$ cat config.mk
export PLATFORM = sky130hd
export DESIGN_NAME = bit_run_frame_packer
export DESIGN_NICKNAME = d
export VERILOG_FILES = /design/src/rtl/brfp_pkg.sv /design/src/rtl/bit_run_frame_packer.sv /design/src/rtl/brfp_ram.sv /design/src/rtl/brfp_front.sv /design/src/rtl/brfp_back.sv
export VERILOG_INCLUDE_DIRS = /design/src /design/src/rtl
export SDC_FILE = /design/constraint.sdc
export NUM_CORES = 1
export LEC_CHECK = 0
export ABC_AREA = 1
export BUFFER_PORTS_ARGS = -buffer_cell sky130_fd_sc_hd__buf_2
export CORE_MARGIN = 2
export CORE_UTILIZATION = 40
export DETAILED_ROUTE_END_ITERATION = 8
export GPL_ROUTABILITY_DRIVEN = 0
export PLACE_DENSITY = 0.53
export SLEW_MARGIN = 20
export SYNTH_ARGS = -nofsm -noshare
export SYNTH_HDL_FRONTEND = slang
export SYNTH_SLANG_ARGS = --single-unit
$ cat constraint.sdc
create_clock -name i_clk -period 16.19 [get_ports i_clk]
set_input_delay 3.238 -clock i_clk [delete_from_list [all_inputs] [get_ports i_clk]]
set_output_delay 3.238 -clock i_clk [all_outputs]
set_load 0.01 [all_outputs]
$ cat src/rtl/bit_run_frame_packer_defines.svh
// Assertion macros of the bit run frame packer RTL, used by brfp_back.
`ifndef BIT_RUN_FRAME_PACKER_DEFINES_SVH
`define BIT_RUN_FRAME_PACKER_DEFINES_SVH

// Same-cycle implication, checked out of reset.
`define BRFP_ASSERT(lbl, ante, cons, msg) \
    lbl: assert property (@(posedge i_clk) disable iff (!i_rst_n) (ante) |-> (cons)) \
        else $error(msg);

// Next-cycle implication, checked out of reset.
`define BRFP_ASSERT_NXT(lbl, ante, cons, msg) \
    lbl: assert property (@(posedge i_clk) disable iff (!i_rst_n) (ante) |=> (cons)) \
        else $error(msg);

`endif

$ cat src/rtl/brfp_pkg.sv
// Shared types, constants and helpers of the bit run frame packer.
package brfp_pkg;

    localparam int MAX_FRAME_BYTES = 64;
    localparam int POS_W           = $clog2(MAX_FRAME_BYTES);
    localparam int LIM_W           = POS_W + 1;
    localparam int Q_DEPTH         = 2;
    localparam int Q_AW            = $clog2(Q_DEPTH);
    localparam int CFG_AW          = 3;
    localparam int CFG_DW          = 32;
    localparam int FB_W            = 7;

    localparam logic [FB_W-1:0]     FRAME_BYTES_RST = 7'd64;
    // Register index as decoded from paddr word bits.
    localparam logic [CFG_AW-3:0]   REG_FRAME_BYTES = 1'b0;

    typedef struct packed {
        logic       bit_value;
        logic [7:0] run_length;
    } t_run;

    typedef struct packed {
        logic [7:0] out_byte;
        logic       last_byte;
    } t_res;

    typedef struct packed {
        logic vld;
        t_run run;
    } t_qhead;

    // Clamp the programmed frame length into 1..MAX_FRAME_BYTES.
    function automatic logic [LIM_W-1:0] sat_limit(input logic [FB_W-1:0] fb);
        logic [LIM_W-1:0] lim;
        if (fb == '0) begin
            lim = LIM_W'(1);
        end else if (fb > FB_W'(MAX_FRAME_BYTES)) begin
            lim = LIM_W'(MAX_FRAME_BYTES);
        end else begin
            lim = LIM_W'(fb);
        end
        return lim;
    endfunction

endpackage

$ cat src/rtl/bit_run_frame_packer.sv
// Top level of the bit run frame packer: register port, intake and packer.
//
// Usage:
//   Input words (i_run_vld / o_run_stall) carry a run: a bit value and a
//   length of 0..255 bits. Bits are packed MSB first into the frame store.
//   Empty runs are taken and dropped. When the frame reaches frame_bytes
//   bytes (clamped to 1..64) every byte goes out in store order as an
//   output word (o_res_vld / i_res_stall), the final one with last_byte
//   set; the rest of the run that closed the frame is discarded.
//   Throughput: a run is first taken from the queue, then packed at up to
//   eight bits a cycle while no frame drains. A frame drains at one byte
//   a cycle while the output is not stalled, each byte passing the store
//   read register and then the output register, bounded by the single
//   store read port. A two-entry queue lets runs keep arriving while a
//   frame drains. A stall on the output holds the output word and
//   back-pressures the drain; the queue then fills and o_run_stall rises.
//   Reset empties the queue, zeroes both positions and sets frame_bytes
//   to 64. The store needs no clearing pass: only bytes written in the
//   current frame are ever read.
//   Write frame_bytes over the APB port (byte address 0) only when idle.
module bit_run_frame_packer (
    input  logic                          i_clk,
    input  logic                          i_rst_n,
    // run input
    input  logic                          i_run_vld,
    input  brfp_pkg::t_run                i_run,
    output logic                          o_run_stall,
    // byte output
    output logic                          o_res_vld,
    output brfp_pkg::t_res                o_res,
    input  logic                          i_res_stall,
    // configuration
    input  logic                          psel,
    input  logic                          penable,
    input  logic                          pwrite,
    input  logic [brfp_pkg::CFG_AW-1:0]   paddr,
    input  logic [brfp_pkg::CFG_DW-1:0]   pwdata,
    output logic [brfp_pkg::CFG_DW-1:0]   prdata,
    output logic                          pready
);
    import brfp_pkg::*;

    logic [FB_W-1:0]  r_frame_bytes;
    logic             cfg_hit;
    logic             cfg_wr;
    logic [LIM_W-1:0] limit;
    t_qhead           qhead;
    logic             pop;

    // Decode the word address; everything else reads as zero.
    assign cfg_hit = (paddr[CFG_AW-1:2] == REG_FRAME_BYTES);
    assign cfg_wr  = psel && penable && pwrite && pready && cfg_hit;
    assign pready  = 1'b1;
    assign prdata  = cfg_hit ? CFG_DW'(r_frame_bytes) : '0;

    always_ff @(posedge i_clk) begin
        if (!i_rst_n) begin
            r_frame_bytes <= FRAME_BYTES_RST;
        end else if (cfg_wr) begin
            r_frame_bytes <= pwdata[FB_W-1:0];
        end
    end

    // Clamp out-of-range lengths so zero acts as one byte.
    assign limit = sat_limit(r_frame_bytes);

    brfp_front u_front (
        .i_clk       (i_clk),
        .i_rst_n     (i_rst_n),
        .i_run_vld   (i_run_vld),
        .i_run       (i_run),
        .o_run_stall (o_run_stall),
        .o_q         (qhead),
        .i_pop       (pop)
    );

    brfp_back u_back (
        .i_clk       (i_clk),
        .i_rst_n     (i_rst_n),
        .i_limit     (limit),
        .i_q         (qhead),
        .o_pop       (pop),
        .o_res_vld   (o_res_vld),
        .o_res       (o_res),
        .i_res_stall (i_res_stall)
    );

endmodule

$ cat src/rtl/brfp_ram.sv
// Generic simple dual-port RAM with registered read.
module brfp_ram #(
    parameter int WIDTH = 8,
    parameter int DEPTH = 64
) (
    input  logic                     i_clk,
    input  logic                     i_we,
    input  logic [$clog2(DEPTH)-1:0] i_waddr,
    input  logic [WIDTH-1:0]         i_wdata,
    input  logic                     i_re,
    input  logic [$clog2(DEPTH)-1:0] i_raddr,
    output logic [WIDTH-1:0]         o_rdata
);

    logic [WIDTH-1:0] r_mem [DEPTH];
    logic [WIDTH-1:0] r_rdata;

    always_ff @(posedge i_clk) begin
        if (i_we) begin
            r_mem[i_waddr] <= i_wdata;
        end
        if (i_re) begin
            r_rdata <= r_mem[i_raddr];
        end
    end

    assign o_rdata = r_rdata;

endmodule

$ cat src/rtl/brfp_front.sv
// Run intake: drops empty runs and queues the rest for the packer.
module brfp_front (
    input  logic          i_clk,
    input  logic          i_rst_n,
    input  logic          i_run_vld,
    input  brfp_pkg::t_run i_run,
    output logic          o_run_stall,
    output brfp_pkg::t_qhead o_q,
    input  logic          i_pop
);
    import brfp_pkg::*;

    t_run              r_mem [Q_DEPTH];
    logic [Q_AW-1:0]   r_wr_ptr;
    logic [Q_AW-1:0]   r_rd_ptr;
    logic [Q_AW:0]     r_cnt;
    logic              full;
    logic              push;
    logic              pop;

    assign full        = (r_cnt == (Q_AW+1)'(Q_DEPTH));
    assign o_run_stall = full;
    // Empty runs are accepted and dropped here.
    assign push        = i_run_vld && !full && (i_run.run_length != 8'd0);
    assign pop         = i_pop && (r_cnt != '0);

    assign o_q.vld = (r_cnt != '0);
    assign o_q.run = r_mem[r_rd_ptr];

    always_ff @(posedge i_clk) begin
        if (push) begin
            r_mem[r_wr_ptr] <= i_run;
        end
    end

    always_ff @(posedge i_clk) begin
        if (!i_rst_n) begin
            r_wr_ptr <= '0;
            r_rd_ptr <= '0;
            r_cnt    <= '0;
        end else begin
            if (push) begin
                r_wr_ptr <= r_wr_ptr + Q_AW'(1);
            end
            if (pop) begin
                r_rd_ptr <= r_rd_ptr + Q_AW'(1);
            end
            case ({push, pop})
                2'b10:   r_cnt <= r_cnt + (Q_AW+1)'(1);
                2'b01:   r_cnt <= r_cnt - (Q_AW+1)'(1);
                default: r_cnt <= r_cnt;
            endcase
        end
    end

endmodule

$ cat src/rtl/brfp_back.sv
// Packer and frame drain: fills bytes from queued runs and streams full frames.
`include "bit_run_frame_packer_defines.svh"
module brfp_back (
    input  logic                        i_clk,
    input  logic                        i_rst_n,
    input  logic [brfp_pkg::LIM_W-1:0]  i_limit,
    input  brfp_pkg::t_qhead            i_q,
    output logic                        o_pop,
    output logic                        o_res_vld,
    output brfp_pkg::t_res              o_res,
    input  logic                        i_res_stall
);
    import brfp_pkg::*;

    typedef enum logic [1:0] {
        ST_PACK  = 2'b01,
        ST_DRAIN = 2'b10
    } t_state;

    t_state           r_state, n_state;
    logic [7:0]       r_left, n_left;
    logic             r_val, n_val;
    logic [2:0]       r_bit_pos, n_bit_pos;
    logic [POS_W-1:0] r_byte_pos, n_byte_pos;
    logic [7:0]       r_cur, n_cur;
    logic [POS_W-1:0] r_rd_addr, n_rd_addr;
    logic             r_rd_vld, n_rd_vld;
    logic             r_rd_last, n_rd_last;
    logic             r_out_vld, n_out_vld;
    t_res             r_out, n_out;

    logic [3:0]       avail;
    logic [3:0]       take;
    logic [3:0]       end_pos;
    logic [7:0]       mask;
    logic [7:0]       byte_val;
    logic             packing;
    logic             byte_done;
    logic             frame_end;
    logic             out_adv;
    logic             rd_issue;
    logic             rd_last;
    logic [7:0]       rd_data;

    // Bits that fit in the current byte this cycle.
    assign avail    = 4'd8 - {1'b0, r_bit_pos};
    assign take     = (r_left < {4'b0, avail}) ? r_left[3:0] : avail;
    assign end_pos  = {1'b0, r_bit_pos} + take;
    assign mask     = (8'hFF >> r_bit_pos) & ~(8'hFF >> end_pos);
    assign byte_val = r_val ? (r_cur | mask) : r_cur;

    assign packing   = (r_state == ST_PACK) && (r_left != 8'd0);
    assign byte_done = packing && end_pos[3];
    assign frame_end = byte_done && (({1'b0, r_byte_pos} + LIM_W'(1)) >= i_limit);
    assign o_pop     = (r_state == ST_PACK) && (r_left == 8'd0) && i_q.vld;

    assign out_adv  = !r_out_vld || !i_res_stall;
    assign rd_issue = (r_state == ST_DRAIN) && (!r_rd_vld || out_adv);
    assign rd_last  = (({1'b0, r_rd_addr} + LIM_W'(1)) == i_limit);

    brfp_ram #(
        .WIDTH (8),
        .DEPTH (MAX_FRAME_BYTES)
    ) u_store (
        .i_clk   (i_clk),
        .i_we    (byte_done),
        .i_waddr (r_byte_pos),
        .i_wdata (byte_val),
        .i_re    (rd_issue),
        .i_raddr (r_rd_addr),
        .o_rdata (rd_data)
    );

    always_comb begin
        n_state    = r_state;
        n_left     = r_left;
        n_val      = r_val;
        n_bit_pos  = r_bit_pos;
        n_byte_pos = r_byte_pos;
        n_cur      = r_cur;
        n_rd_addr  = r_rd_addr;
        n_rd_vld   = r_rd_vld;
        n_rd_last  = r_rd_last;
        n_out_vld  = r_out_vld;
        n_out      = r_out;

        case (r_state)
            ST_PACK: begin
                if (o_pop) begin
                    n_left = i_q.run.run_length;
                    n_val  = i_q.run.bit_value;
                end else if (packing) begin
                    n_left = r_left - {4'b0, take};
                    if (byte_done) begin
                        n_cur     = 8'd0;
                        n_bit_pos = 3'd0;
                        if (frame_end) begin
                            n_left     = 8'd0;
                            n_byte_pos = '0;
                            n_rd_addr  = '0;
                            n_state    = ST_DRAIN;
                        end else begin
                            n_byte_pos = r_byte_pos + POS_W'(1);
                        end
                    end else begin
                        n_cur     = byte_val;
                        n_bit_pos = end_pos[2:0];
                    end
                end
            end
            ST_DRAIN: begin
                if (rd_issue) begin
                    n_rd_last = rd_last;
                    if (rd_last) begin
                        n_state = ST_PACK;
                    end else begin
                        n_rd_addr = r_rd_addr + POS_W'(1);
                    end
                end
            end
            default: begin
                n_state = ST_PACK;
            end
        endcase

        if (out_adv) begin
            n_out_vld       = r_rd_vld;
            n_out.out_byte  = rd_data;
            n_out.last_byte = r_rd_last;
        end
        if (rd_issue) begin
            n_rd_vld = 1'b1;
        end else if (out_adv) begin
            n_rd_vld = 1'b0;
        end
    end

    always_ff @(posedge i_clk) begin
        r_val  <= n_val;
        r_out  <= n_out;
        r_rd_addr <= n_rd_addr;
        r_rd_last <= n_rd_last;
    end

    always_ff @(posedge i_clk) begin
        if (!i_rst_n) begin
            r_state    <= ST_PACK;
            r_left     <= 8'd0;
            r_bit_pos  <= 3'd0;
            r_byte_pos <= '0;
            r_cur      <= 8'd0;
            r_rd_vld   <= 1'b0;
            r_out_vld  <= 1'b0;
        end else begin
            r_state    <= n_state;
            r_left     <= n_left;
            r_bit_pos  <= n_bit_pos;
            r_byte_pos <= n_byte_pos;
            r_cur      <= n_cur;
            r_rd_vld   <= n_rd_vld;
            r_out_vld  <= n_out_vld;
        end
    end

    assign o_res_vld = r_out_vld;
    assign o_res     = r_out;

    `BRFP_ASSERT(a_no_pop_in_drain, r_state == ST_DRAIN, !o_pop, "run popped during drain")
    `BRFP_ASSERT_NXT(a_end_to_drain, frame_end, r_state == ST_DRAIN, "frame end missed drain")
    `BRFP_ASSERT(a_rd_in_frame, rd_issue, (r_rd_addr < i_limit[POS_W-1:0]) || i_limit[POS_W], "drain read past frame")
    `BRFP_ASSERT_NXT(a_last_ends_drain, rd_issue && rd_last, r_state == ST_PACK, "drain overran last byte")

endmodule

==> metrics.md, run 1 <==
| Metric | Value |
|---|---|
| Status | `finished, final reports clean` |
| Total negative slack | `0 ps` |
| Avg Inst Size Synth | `12.1 um^2` |
| Asr flop ratio synth | `0%` |
| Fin Hold WS | `between 400 and 500 ps` |
| Worst-path clk slew | `60 ps` |
| WL/cell | `21.7 um` |
| Relative slew slack | `between 30% and 40%` |
| Sw Ratio | `35.4%` |
| Initial Utilization | `40.3%` |
| Flops & latches, synth | `596` |
| DP HPWL | `about 35 mm` |
| Final ANT Viol Nets | `0` |
| Synthesized area | `24,800 um^2` |
| Commonest non-fill, non-tap cell in the layout | `edfxtp_1` |
| Final core utilization | `around 45%` |
| Clk Latency, worst-skew pair | `640 ps` |
| Fin crit period | `6860 ps` |
| Share of power burned in registers | `between 40% and 50%` |
| Number of global-route vias before repair | `15.2k` |
| Top Usage Layer GRT | `met2` |
| Leakage | `9.11 nW` |
| Synth area leaders | `edfxtp_1, nor2_1, o21ai_0, dfxtp_1, nand2_1` |
| CP Launch Type | `primary input` |
| Initial antenna violation count | `0` |
| RSZ-0062 raised after global routing | `false` |
| Period utilisation layout | `42.4%` |
| Critical Path RT | `12,950 ps` |
| Clk buf depth | `3` |
| Max VDD drop | `0.000205 V` |
| DRT Pass-1 Iters | `5` |
| PD cells | `184 nW/um^2` |
| Slowest cell on the critical path | `buf_2` |
| DRT iter0 DRCs | `1,458` |
| # diodes | `0` |
| Max H-tree Level | `2` |
| Maximum fanout along the worst path | `8` |
| Most used flip-flop cell after synthesis | `edfxtp_1` |
| Fmax | `about 0.15 GHz` |
| Via count | `15.8k` |
| Row count | `91` |
| Element type at the critical path end | `output port` |
| Worst Skew | `approximately 27 ps` |
| Met2 usage in global routing | `32.2%` |
| CP most frequent cell | `buf_2` |
| Root Buffer | `clkbuf_16` |
| Placed Area | `about 26,000 um^2` |
| Met1 global-route usage | `26.3%` |
| Avg Vias per Cell | `about 5.5` |
| Post-synth EDFFs | `555` |
| Core box area | `~61,000 um^2` |
| Synth unique cells | `40` |
| Synthesis-to-layout area growth | `10.7%` |
| Sequential share of the synthesized area | `70.6%` |
| # resized after CTS | `0` |
| GRT Util Overall | `19.5%` |
| Clock share of power | `about a quarter` |
| Warnings, synthesis | `0` |
| Filler cells | `between 5k and 6k` |
| Setup violators final | `0` |
| Nets | `2,134` |
| Place WS | `9330 ps` |
| Psw | `approximately 1.8 mW` |
| Max-Cap Viols | `0` |
| Met3 GRT Util | `3.37%` |
| CTS sink cnt | `596` |
| Crit-path cells | `buf_2, nor2_1, buf_2` |
| PortBufs | `41` |
| Chip height | `253 um` |
| Die X-Extent | `253 um` |
| Die area | `approximately 64,000 um^2` |
| CTS tree | `done` |
| Grt total ovfl | `0` |
| Pint | `3.27 mW` |
| CTS buffer count | `slightly above 60` |
| Crit path largest cell delay | `140 ps` |
| Syn Inst Count | `2,049` |
| Comb power frac | `29.2%` |
| First-pass GRT wire length | `between 90 and 100 mm` |
| Most frequent cells in the layout | `edfxtp_1, nor2_1, o21ai_0` |
| Postcts setup bufs | `0` |
| Design area | `between 20,000 and 30,000 um^2` |
| Worst setup margin | `9330 ps` |
| CP arrival | `3620 ps` |
| Hold Path Class | `flip-flop to flip-flop` |
| Hold_buf cts | `0` |
| DRC viols | `0` |
| Yosys top cell by area | `edfxtp_1` |
| Post-synth top area share | `67.2%` |
| I/O pin count | `95` |
| Fin. Hold Viols | `0` |
| Largest net degree at the start of global routing | `184` |
| Max Slew Vio Count | `0` |
| Layout cells sized above 1 | `slightly below 9%` |
| Final WL | `62.8 mm` |
| Slew @ Worst Pin | `1050 ps` |
| Crit path kind | `primary input to output port` |
-- power by group through the flow --
stage | logic (mW) | registers, mW | clock network [mW]
after CTS | 1.49 | 2.25 | 1.35
after detailed placement | 1.48 | 2.28 | 0
after global routing | 1.63 | 2.26 | 1.41
after global placement | 1.44 | 2.28 | 0
final | 1.47 | 2.26 | 1.33
after floorplan | 0.915 | 2.27 | 0
-- flip-flops by register name (all words and copies together), names as in the netlist, 3 cells and up, named ones only --
signal and count:
u_back.r_rd_addr 6, u_back.r_cur 8, u_back.r_byte_pos 6, u_back.r_bit_pos 3, r_frame_bytes 7, u_front.r_mem 18, u_back.u_store.o_rdata 8, u_back.r_left 8
u_back.u_store.r_mem 512, u_back.o_res 9
-- final timing paths --
check / depth (start not counted) / endpoint / slack, ps / from
setup reg to reg: 21 / u_back.u_store.r_mem[3][4] / 11150 / u_back.r_bit_pos[1]
setup / recovery: 3 / prdata[1] / 9330 / paddr[2]
hold reg to reg: 0 / u_back.o_res[8] / 410 / u_back.u_store.o_rdata[7]
hold / removal: 0 / u_back.o_res[8] / 410 / u_back.u_store.o_rdata[7]
-- layout make-up --
class,count,area [um^2],share of cell area (%)
multi-input cells,1243,6380,23.3
clock buffers,77,1610,5.86
clock inverters,31,240,0.876
inverters,93,365,1.33
well taps,790,988,3.60
flip-flops and latches,596,17500,63.8
repair buffers,60,360,1.31
-- cells in the mapped netlist, types with 3 or more instances --
master	n
nand4_1	21
a21oi_1	49
nand4_4	7
nor2_1	377
nor4_1	4
a31oi_1	10
o211ai_1	30
o221ai_1	44
inv_1	80
xnor2_1	3
mux2_2	3
o21ai_1	24
o22ai_1	81
clkbuf_1	81
dfxtp_1	41
nor2_2	3
o21ai_0	278
edfxtp_1	555
buf_4	28
inv_2	10
nand3_1	71
nand2_1	159
ha_1	26
xor2_1	8
buf_2	32
-- critical path: cells and delay by family --
family	cells	cell delay [ps]
buf+inv	2	270
simple gates	1	110
-- per-stage QoR --
stage / total power [mW] / std cells
finish: 5.06 / 2890
CTS: 5.09 / 2890
global placement: 3.72 / 2782
global route: 5.30 / 2890
floorplan: 3.19 / 2073
detailed placement: 3.76 / 2782
-- cell families after synthesis --
group           count (synthesis)  share of synthesized area, %
flops                         596                          70.6
fa+ha+maj                      28                          1.47
mux                             3                         0.136
buf+inv                       234                          4.15
xor+xnor                       11                         0.389
other cells                     2                        0.0303
simple gates                  657                          11.4
compound gates                518                          11.9
-- per-layer routing --
metal	part of all wire (%)	wire length (um)
met4	2.9	1830
met3	5.5	3430
met1	44	27400
met5	0	0
met2	48	30200
Note: power is estimated with default switching activity, not from simulation.
==> inputs of run 2 (changes only) <==
--- a/config.mk
+++ b/config.mk
@@ -12,7 +12,7 @@
 export CORE_UTILIZATION = 40
 export DETAILED_ROUTE_END_ITERATION = 8
 export GPL_ROUTABILITY_DRIVEN = 0
-export PLACE_DENSITY = 0.53
+export PLACE_DENSITY = 0.55
 export SLEW_MARGIN = 20
 export SYNTH_ARGS = -nofsm -noshare
 export SYNTH_HDL_FRONTEND = slang
==> constraint.sdc (replaced) <==
create_clock -name i_clk -period 5.8 [get_ports i_clk]
set_input_delay 1.16 -clock i_clk [delete_from_list [all_inputs] [get_ports i_clk]]
set_output_delay 1.16 -clock i_clk [all_outputs]
set_load 0.01 [all_outputs]
==> metrics.md, run 2 (same netlist as run 1, synthesis figures left out) <==
| Metric | Value |
|---|---|
| Nets | `roughly 2.1k` |
| Chip height | `253 um` |
| Power after layout | `roughly 14 mW` |
| Max Slew Vio Count | `0` |
| Period utilisation layout | `81.8%` |
| CTS buffer count | `61` |
| FF-to-FF End | `u_back.u_store.r_mem[6][0]` |
| Non-filler cells, final | `2,900` |
| Hold path depth | `0` |
| Postcts setup bufs | `0` |
| Initial antenna violation count | `0` |
| Clk buf depth | `3` |
| Area occupied by multi-input gates | `6390 um^2` |
| Worst setup margin | `1060 ps` |
| Placed instance count | `about 2.8k` |
| DRC viols | `0` |
| First-pass GRT wire length | `95.2 mm` |
| Hold Path Class | `flip-flop to flip-flop` |
| Status | `finished, final reports clean` |
| Row count | `91` |
| Largest net degree at the start of global routing | `167` |
| Worst Skew | `19.3 ps` |
| Most frequent cells in the layout | `edfxtp_1, nor2_1, o21ai_0` |
| DP HPWL | `36.8 mm` |
| Number of global-route vias before repair | `between 15k and 20k` |
| Via count | `15.9k` |
| Commonest non-fill, non-tap cell in the layout | `edfxtp_1` |
| Fin. Hold Viols | `0` |
| Fin Hold WS | `418 ps` |
| Worst hold endpoint | `u_back.o_res[1]` |
| CP Launch Type | `flip-flop` |
| # resized after CTS | `0` |
| GRT Util Overall | `about 20%` |
| Hold_buf cts | `0` |
| CP arrival | `4990 ps` |
| Grt total ovfl | `0` |
| CTS sink cnt | `596` |
| Worst Reg-to-Reg Cells | `20` |
| Biggest register | `u_back.u_store.r_mem` |
| Largest register FFs | `512` |
| Synthesis-to-layout area growth | `11.2%` |
| RSZ-0062 raised after global routing | `false` |
| Crit path kind | `flip-flop to flip-flop` |
| Fin crit period | `4740 ps` |
| Hold path startpoint | `u_back.u_store.o_rdata[0]` |
| Worst-path clk slew | `60 ps` |
| Fmax | `~0.21 GHz` |
| Leakage | `about 9 nW` |
| Max-Cap Viols | `0` |
| DRT Pass-1 Iters | `5` |
| Clk Latency, worst-skew pair | `640 ps` |
| R2r setup slk | `~1100 ps` |
| Layout cells sized above 1 | `roughly 9%` |
| Final core utilization | `44.8%` |
| Design area | `27,600 um^2` |
| Die area | `around 64,000 um^2` |
| Relative slew slack | `34.7%` |
| Critical Path RT | `6050 ps` |
| Die X-Extent | `253 um` |
| Placed Area | `25,600 um^2` |
| I/O pin count | `95` |
| FF+latch area | `17,500 um^2` |
| PortBufs | `~40` |
| CTS tree | `done` |
| Place WS | `941 ps` |
| Setup violators final | `0` |
| Total negative slack | `0 ps` |
| Initial Utilization | `40.3%` |
| WL/cell | `21.6 um` |
| Avg Vias per Cell | `5.48` |
| Core box area | `61,500 um^2` |
| # diodes | `0` |
| Element type at the critical path end | `flip-flop` |
| Maximum fanout along the worst path | `8` |
| PD cells | `521 nW/um^2` |
| Worst r2r src | `u_back.r_bit_pos[1]` |
| Final WL | `62.6 mm` |
| Slew @ Worst Pin | `977 ps` |
| Max H-tree Level | `2` |
| Filler cells | `around 5.6k` |
| Max VDD drop | `0.000655 V` |
| DRT iter0 DRCs | `about 1.3k` |
| Root Buffer | `clkbuf_16` |
| Final ANT Viol Nets | `0` |
[run 2: power breakdown]
group / internal [mW] / switching [mW]
Sequential: 6.13 / 0.126
Clock: 2.15 / 1.65
Combinational: 0.952 / 3.34
Total: 9.23 / 5.11
[run 2: worst max-delay path by stage]
| stage | startpoint | to | cells after the start |
|---|---|---|---|
| after global routing | u_back.r_bit_pos[1] | u_back.u_store.r_mem[6][5] | 20 |
| after global placement | u_back.r_bit_pos[1] | u_back.u_store.r_mem[43][1] | 22 |
| after CTS | u_back.r_bit_pos[1] | u_back.u_store.r_mem[38][1] | 22 |
| after floorplan | u_back.r_bit_pos[1] | u_back.u_store.r_mem[0][0] | 16 |
| final | u_back.r_bit_pos[1] | u_back.u_store.r_mem[6][0] | 20 |
| after detailed placement | u_back.r_bit_pos[1] | u_back.u_store.r_mem[43][1] | 22 |
[run 2: area by class of cell]
class | instances | area share (%)
clock buffer | 73 | 5.70
clock inverter | 40 | 1.23
inverter | 93 | 1.31
multi-input combinational | 1243 | 23.2
sequential | 596 | 63.5
tap | 790 | 3.59
timing repair buffer | 65 | 1.53
[run 2: routing by layer]
layer | vias up | track usage (%) | part of all wire (%)
met5 | - | 0 | 0
met4 | 0 | 5.34 | 2.2
met3 | 93 | 3.35 | 6.0
met2 | 457 | 32.2 | 47
met1 | 7878 | 27.1 | 44
li1 | 7471 | - | -
[run 2: worst max-delay path: stages, from the launching register on]
cell and delay, ps:
dfxtp_1 420, inv_1 130, ha_1 220, ha_1 320, inv_1 50, ha_1 160
nand2_1 60, nand3_1 90, nor2_2 150, nand2_2 130, o21ai_0 290, ha_1 330
nand2_1 80, nand2_1 50, a31oi_1 240, nand3_2 130, nand2_4 120, nand2_4 90
clkinv_4 170, nand4_4 330, nor2_1 780
==> inputs of run 3 (changes only) <==
--- a/config.mk
+++ b/config.mk
@@ -6,13 +6,13 @@
 export SDC_FILE = /design/constraint.sdc
 export NUM_CORES = 1
 export LEC_CHECK = 0
-export ABC_AREA = 1
+export ABC_AREA = 0
 export BUFFER_PORTS_ARGS = -buffer_cell sky130_fd_sc_hd__buf_2
 export CORE_MARGIN = 2
 export CORE_UTILIZATION = 40
 export DETAILED_ROUTE_END_ITERATION = 8
 export GPL_ROUTABILITY_DRIVEN = 0
-export PLACE_DENSITY = 0.55
+export PLACE_DENSITY = 0.53
 export SLEW_MARGIN = 20
 export SYNTH_ARGS = -nofsm -noshare
 export SYNTH_HDL_FRONTEND = slang
==> constraint.sdc (replaced) <==
create_clock -name i_clk -period 4.77 [get_ports i_clk]
set_input_delay 0.954 -clock i_clk [delete_from_list [all_inputs] [get_ports i_clk]]
set_output_delay 0.954 -clock i_clk [all_outputs]
set_load 0.01 [all_outputs]
==> metrics.md, run 3 <==
| Metric | Value |
|---|---|
| Grt total ovfl | `0` |
| Post-synth EDFFs | `555` |
| CP arrival | `4780 ps` |
| Yosys top cell by area | `edfxtp_1` |
| Postcts setup bufs | `0` |
| Maximum fanout along the worst path | `11` |
| First-pass GRT wire length | `approximately 82 mm` |
| Worst setup margin | `302 ps` |
| I/O pin count | `95` |
| Flops & latches, synth | `~600` |
| Final ANT Viol Nets | `0` |
| Root Buffer | `clkbuf_16` |
| Max-Cap Viols | `0` |
| Complex-gate fraction of the synthesized area | `3.17%` |
| Area occupied by multi-input gates | `6520 um^2` |
| Row count | `90` |
| Post-synth top area share | `68.4%` |
| Commonest non-fill, non-tap cell in the layout | `edfxtp_1` |
| Fin. Hold Viols | `0` |
| Synth Area in Simple Gates | `4.69%` |
| Die area | `62,900 um^2` |
| FF+latch area | `17,500 um^2` |
| Final WL | `about 55 mm` |
| Chip height | `251 um` |
| CTS tree | `done` |
| Clk Latency, worst-skew pair | `about 620 ps` |
| Filler cells | `5,089` |
| CP Launch Type | `flip-flop` |
| Crit-path cells | `inv_1, ha_1, ha_1, inv_1, ha_1, o211ai_1, o211ai_4, mux2_2, ha_1, nand3_1, and3_1, mux2i_4, nand3_4, buf_4, or4_1, buf_4, nor2_1, buf_4` |
| Warnings, synthesis | `0` |
| Crit path largest cell delay | `400 ps` |
| Critical Path RT | `5080 ps` |
| Largest net degree at the start of global routing | `133` |
| WL/cell | `between 20 and 25 um` |
| Synthesis-to-layout area growth | `15.2%` |
| Buf+Inv Stages, Crit Path | `5` |
| Mux cell area share after synthesis | `15.8%` |
| Adder-Cell Fraction of Synth Area | `under 10%` |
| Slowest cell on the critical path | `or4_1` |
| Worst-path clk slew | `approximately 60 ps` |
| Biggest register | `u_back.u_store.r_mem` |
| Number of global-route vias before repair | `12.5k` |
| Sequential share of the synthesized area | `~72%` |
| Element type at the critical path end | `flip-flop` |
| DP HPWL | `33.0 mm` |
| Largest family of logic cells by synthesized area | `multiplexers` |
| Asr flop ratio synth | `0%` |
| Synth top cells by count | `edfxtp_1, mux4_2, nor2_1, clkbuf_1, dfxtp_1` |
| Avg Vias per Cell | `5.36` |
| Nets | `1,503` |
| CP most frequent cell | `ha_1` |
| Core box area | `roughly 60,000 um^2` |
| Synth area leaders | `edfxtp_1, mux4_2, dfxtp_1, nor2_1, ha_1` |
| Status | `finished, final reports clean` |
| Relative slew slack | `37.8%` |
| Synth Area in XOR/XNOR | `less than 1%` |
| Initial antenna violation count | `0` |
| Synthesized area | `24,400 um^2` |
| Slew @ Worst Pin | `around 930 ps` |
| Worst Skew | `15.6 ps` |
| Layout cells sized above 1 | `~28%` |
| Largest register FFs | `512` |
| Setup violators final | `0` |
| Synth unique cells | `67` |
| PortBufs | `41` |
| Place WS | `roughly 64 ps` |
| Top-count cell post-synth | `edfxtp_1` |
| Period utilisation layout | `93.7%` |
| Max H-tree Level | `2` |
| DRT iter0 DRCs | `911` |
| Fin crit period | `4470 ps` |
| DRT Pass-1 Iters | `5` |
| Most used flip-flop cell after synthesis | `edfxtp_1` |
| Max Slew Vio Count | `0` |
| Max VDD drop | `0.000746 V` |
| DRC viols | `0` |
| Clk buf depth | `3` |
| Leakage | `between 9 and 10 nW` |
| Syn Inst Count | `1,287` |
| Hold Path Class | `flip-flop to flip-flop` |
| Die X-Extent | `251 um` |
| GRT Util Overall | `17.8%` |
| CTS sink cnt | `596` |
| Initial Utilization | `40.4%` |
| Via count | `12.1k` |
| Crit path kind | `flip-flop to flip-flop` |
| Avg Inst Size Synth | `18.9 um^2` |
| Fmax | `approximately 0.22 GHz` |
| Most frequent cells in the layout | `edfxtp_1, mux4_2, buf_4` |
| CTS buffer count | `61` |
| Power after layout | `16.1 mW` |
| Crit-path leading delay family | `adder cells` |
| PD cells | `about 570 nW/um^2` |
==> run 3: final timing paths <==
kind	to	slack (ps)	depth (start not counted)	startpoint
max	u_back.u_store.r_mem[46][6]	300	18	u_back.r_bit_pos[1]
min	u_back.o_res[0]	430	0	u_back.r_rd_last
max reg2reg	u_back.u_store.r_mem[46][6]	300	18	u_back.r_bit_pos[1]
min reg2reg	u_back.o_res[0]	430	0	u_back.r_rd_last
==> run 3: final cells by class <==
class	instances	area share [%]
antenna	1	0.00891
sequential	596	62.2
tap	782	3.48
clock buffer	77	5.76
inverter	26	0.347
multi-input combinational	594	23.2
timing repair buffer	145	3.91
clock inverter	36	1.02
==> run 3: stage by stage <==
| step | instances | setup TNS (ps) | area, um^2 | utilization [%] | hold slack (ps) |
|---|---|---|---|---|---|
| 4_1_cts | 2256 | 0 | 28100 | 46.5 | 438 |
| 3_5_place_dp | 2143 | 0 | 26200 | 43.4 | 420 |
| 3_3_place_gp | 2143 | 0 | 26200 | 43.4 | 425 |
| 2_1_floorplan | 1311 | 0 | 24500 | - | 400 |
| 5_1_grt | 2256 | -6.82 | 28100 | 46.5 | 448 |
| 6_report | 2257 | 0 | 28100 | 46.5 | 428 |
==> run 3: kinds of logic (layout without fill, tap and decap cells) <==
logic type,count (synthesis),in the layout
AOI/OAI and AO/OA,111,111
xor gates and xnor gates,21,21
adders and majority gates,28,28
buffers and inverters,121,284
DFF,596,596
muxes,181,181
other,2,27
and+or+nand+nor,227,227
==> run 3: layer usage <==
layer,global-route usage (%),routed length [um],part of all wire (%)
met1,25.4,25200,46
met2,28.4,26100,48
met3,3.24,2550,4.6
met4,4.47,1070,2.0
met5,0,0,0
==> run 3: timing repair <==
action,4_1_cts,5_1_grt
setup endpoints to repair,0,404
hold endpoints to repair,0,0
hold buffers,0,0
gates resized for setup,0,3
==> run 3: report_power, final <==
group	internal (mW)	total [mW]	switching (mW)
registers	7.32	7.46	0.141
logic	1.25	4.04	2.79
clock network	2.61	4.57	1.96
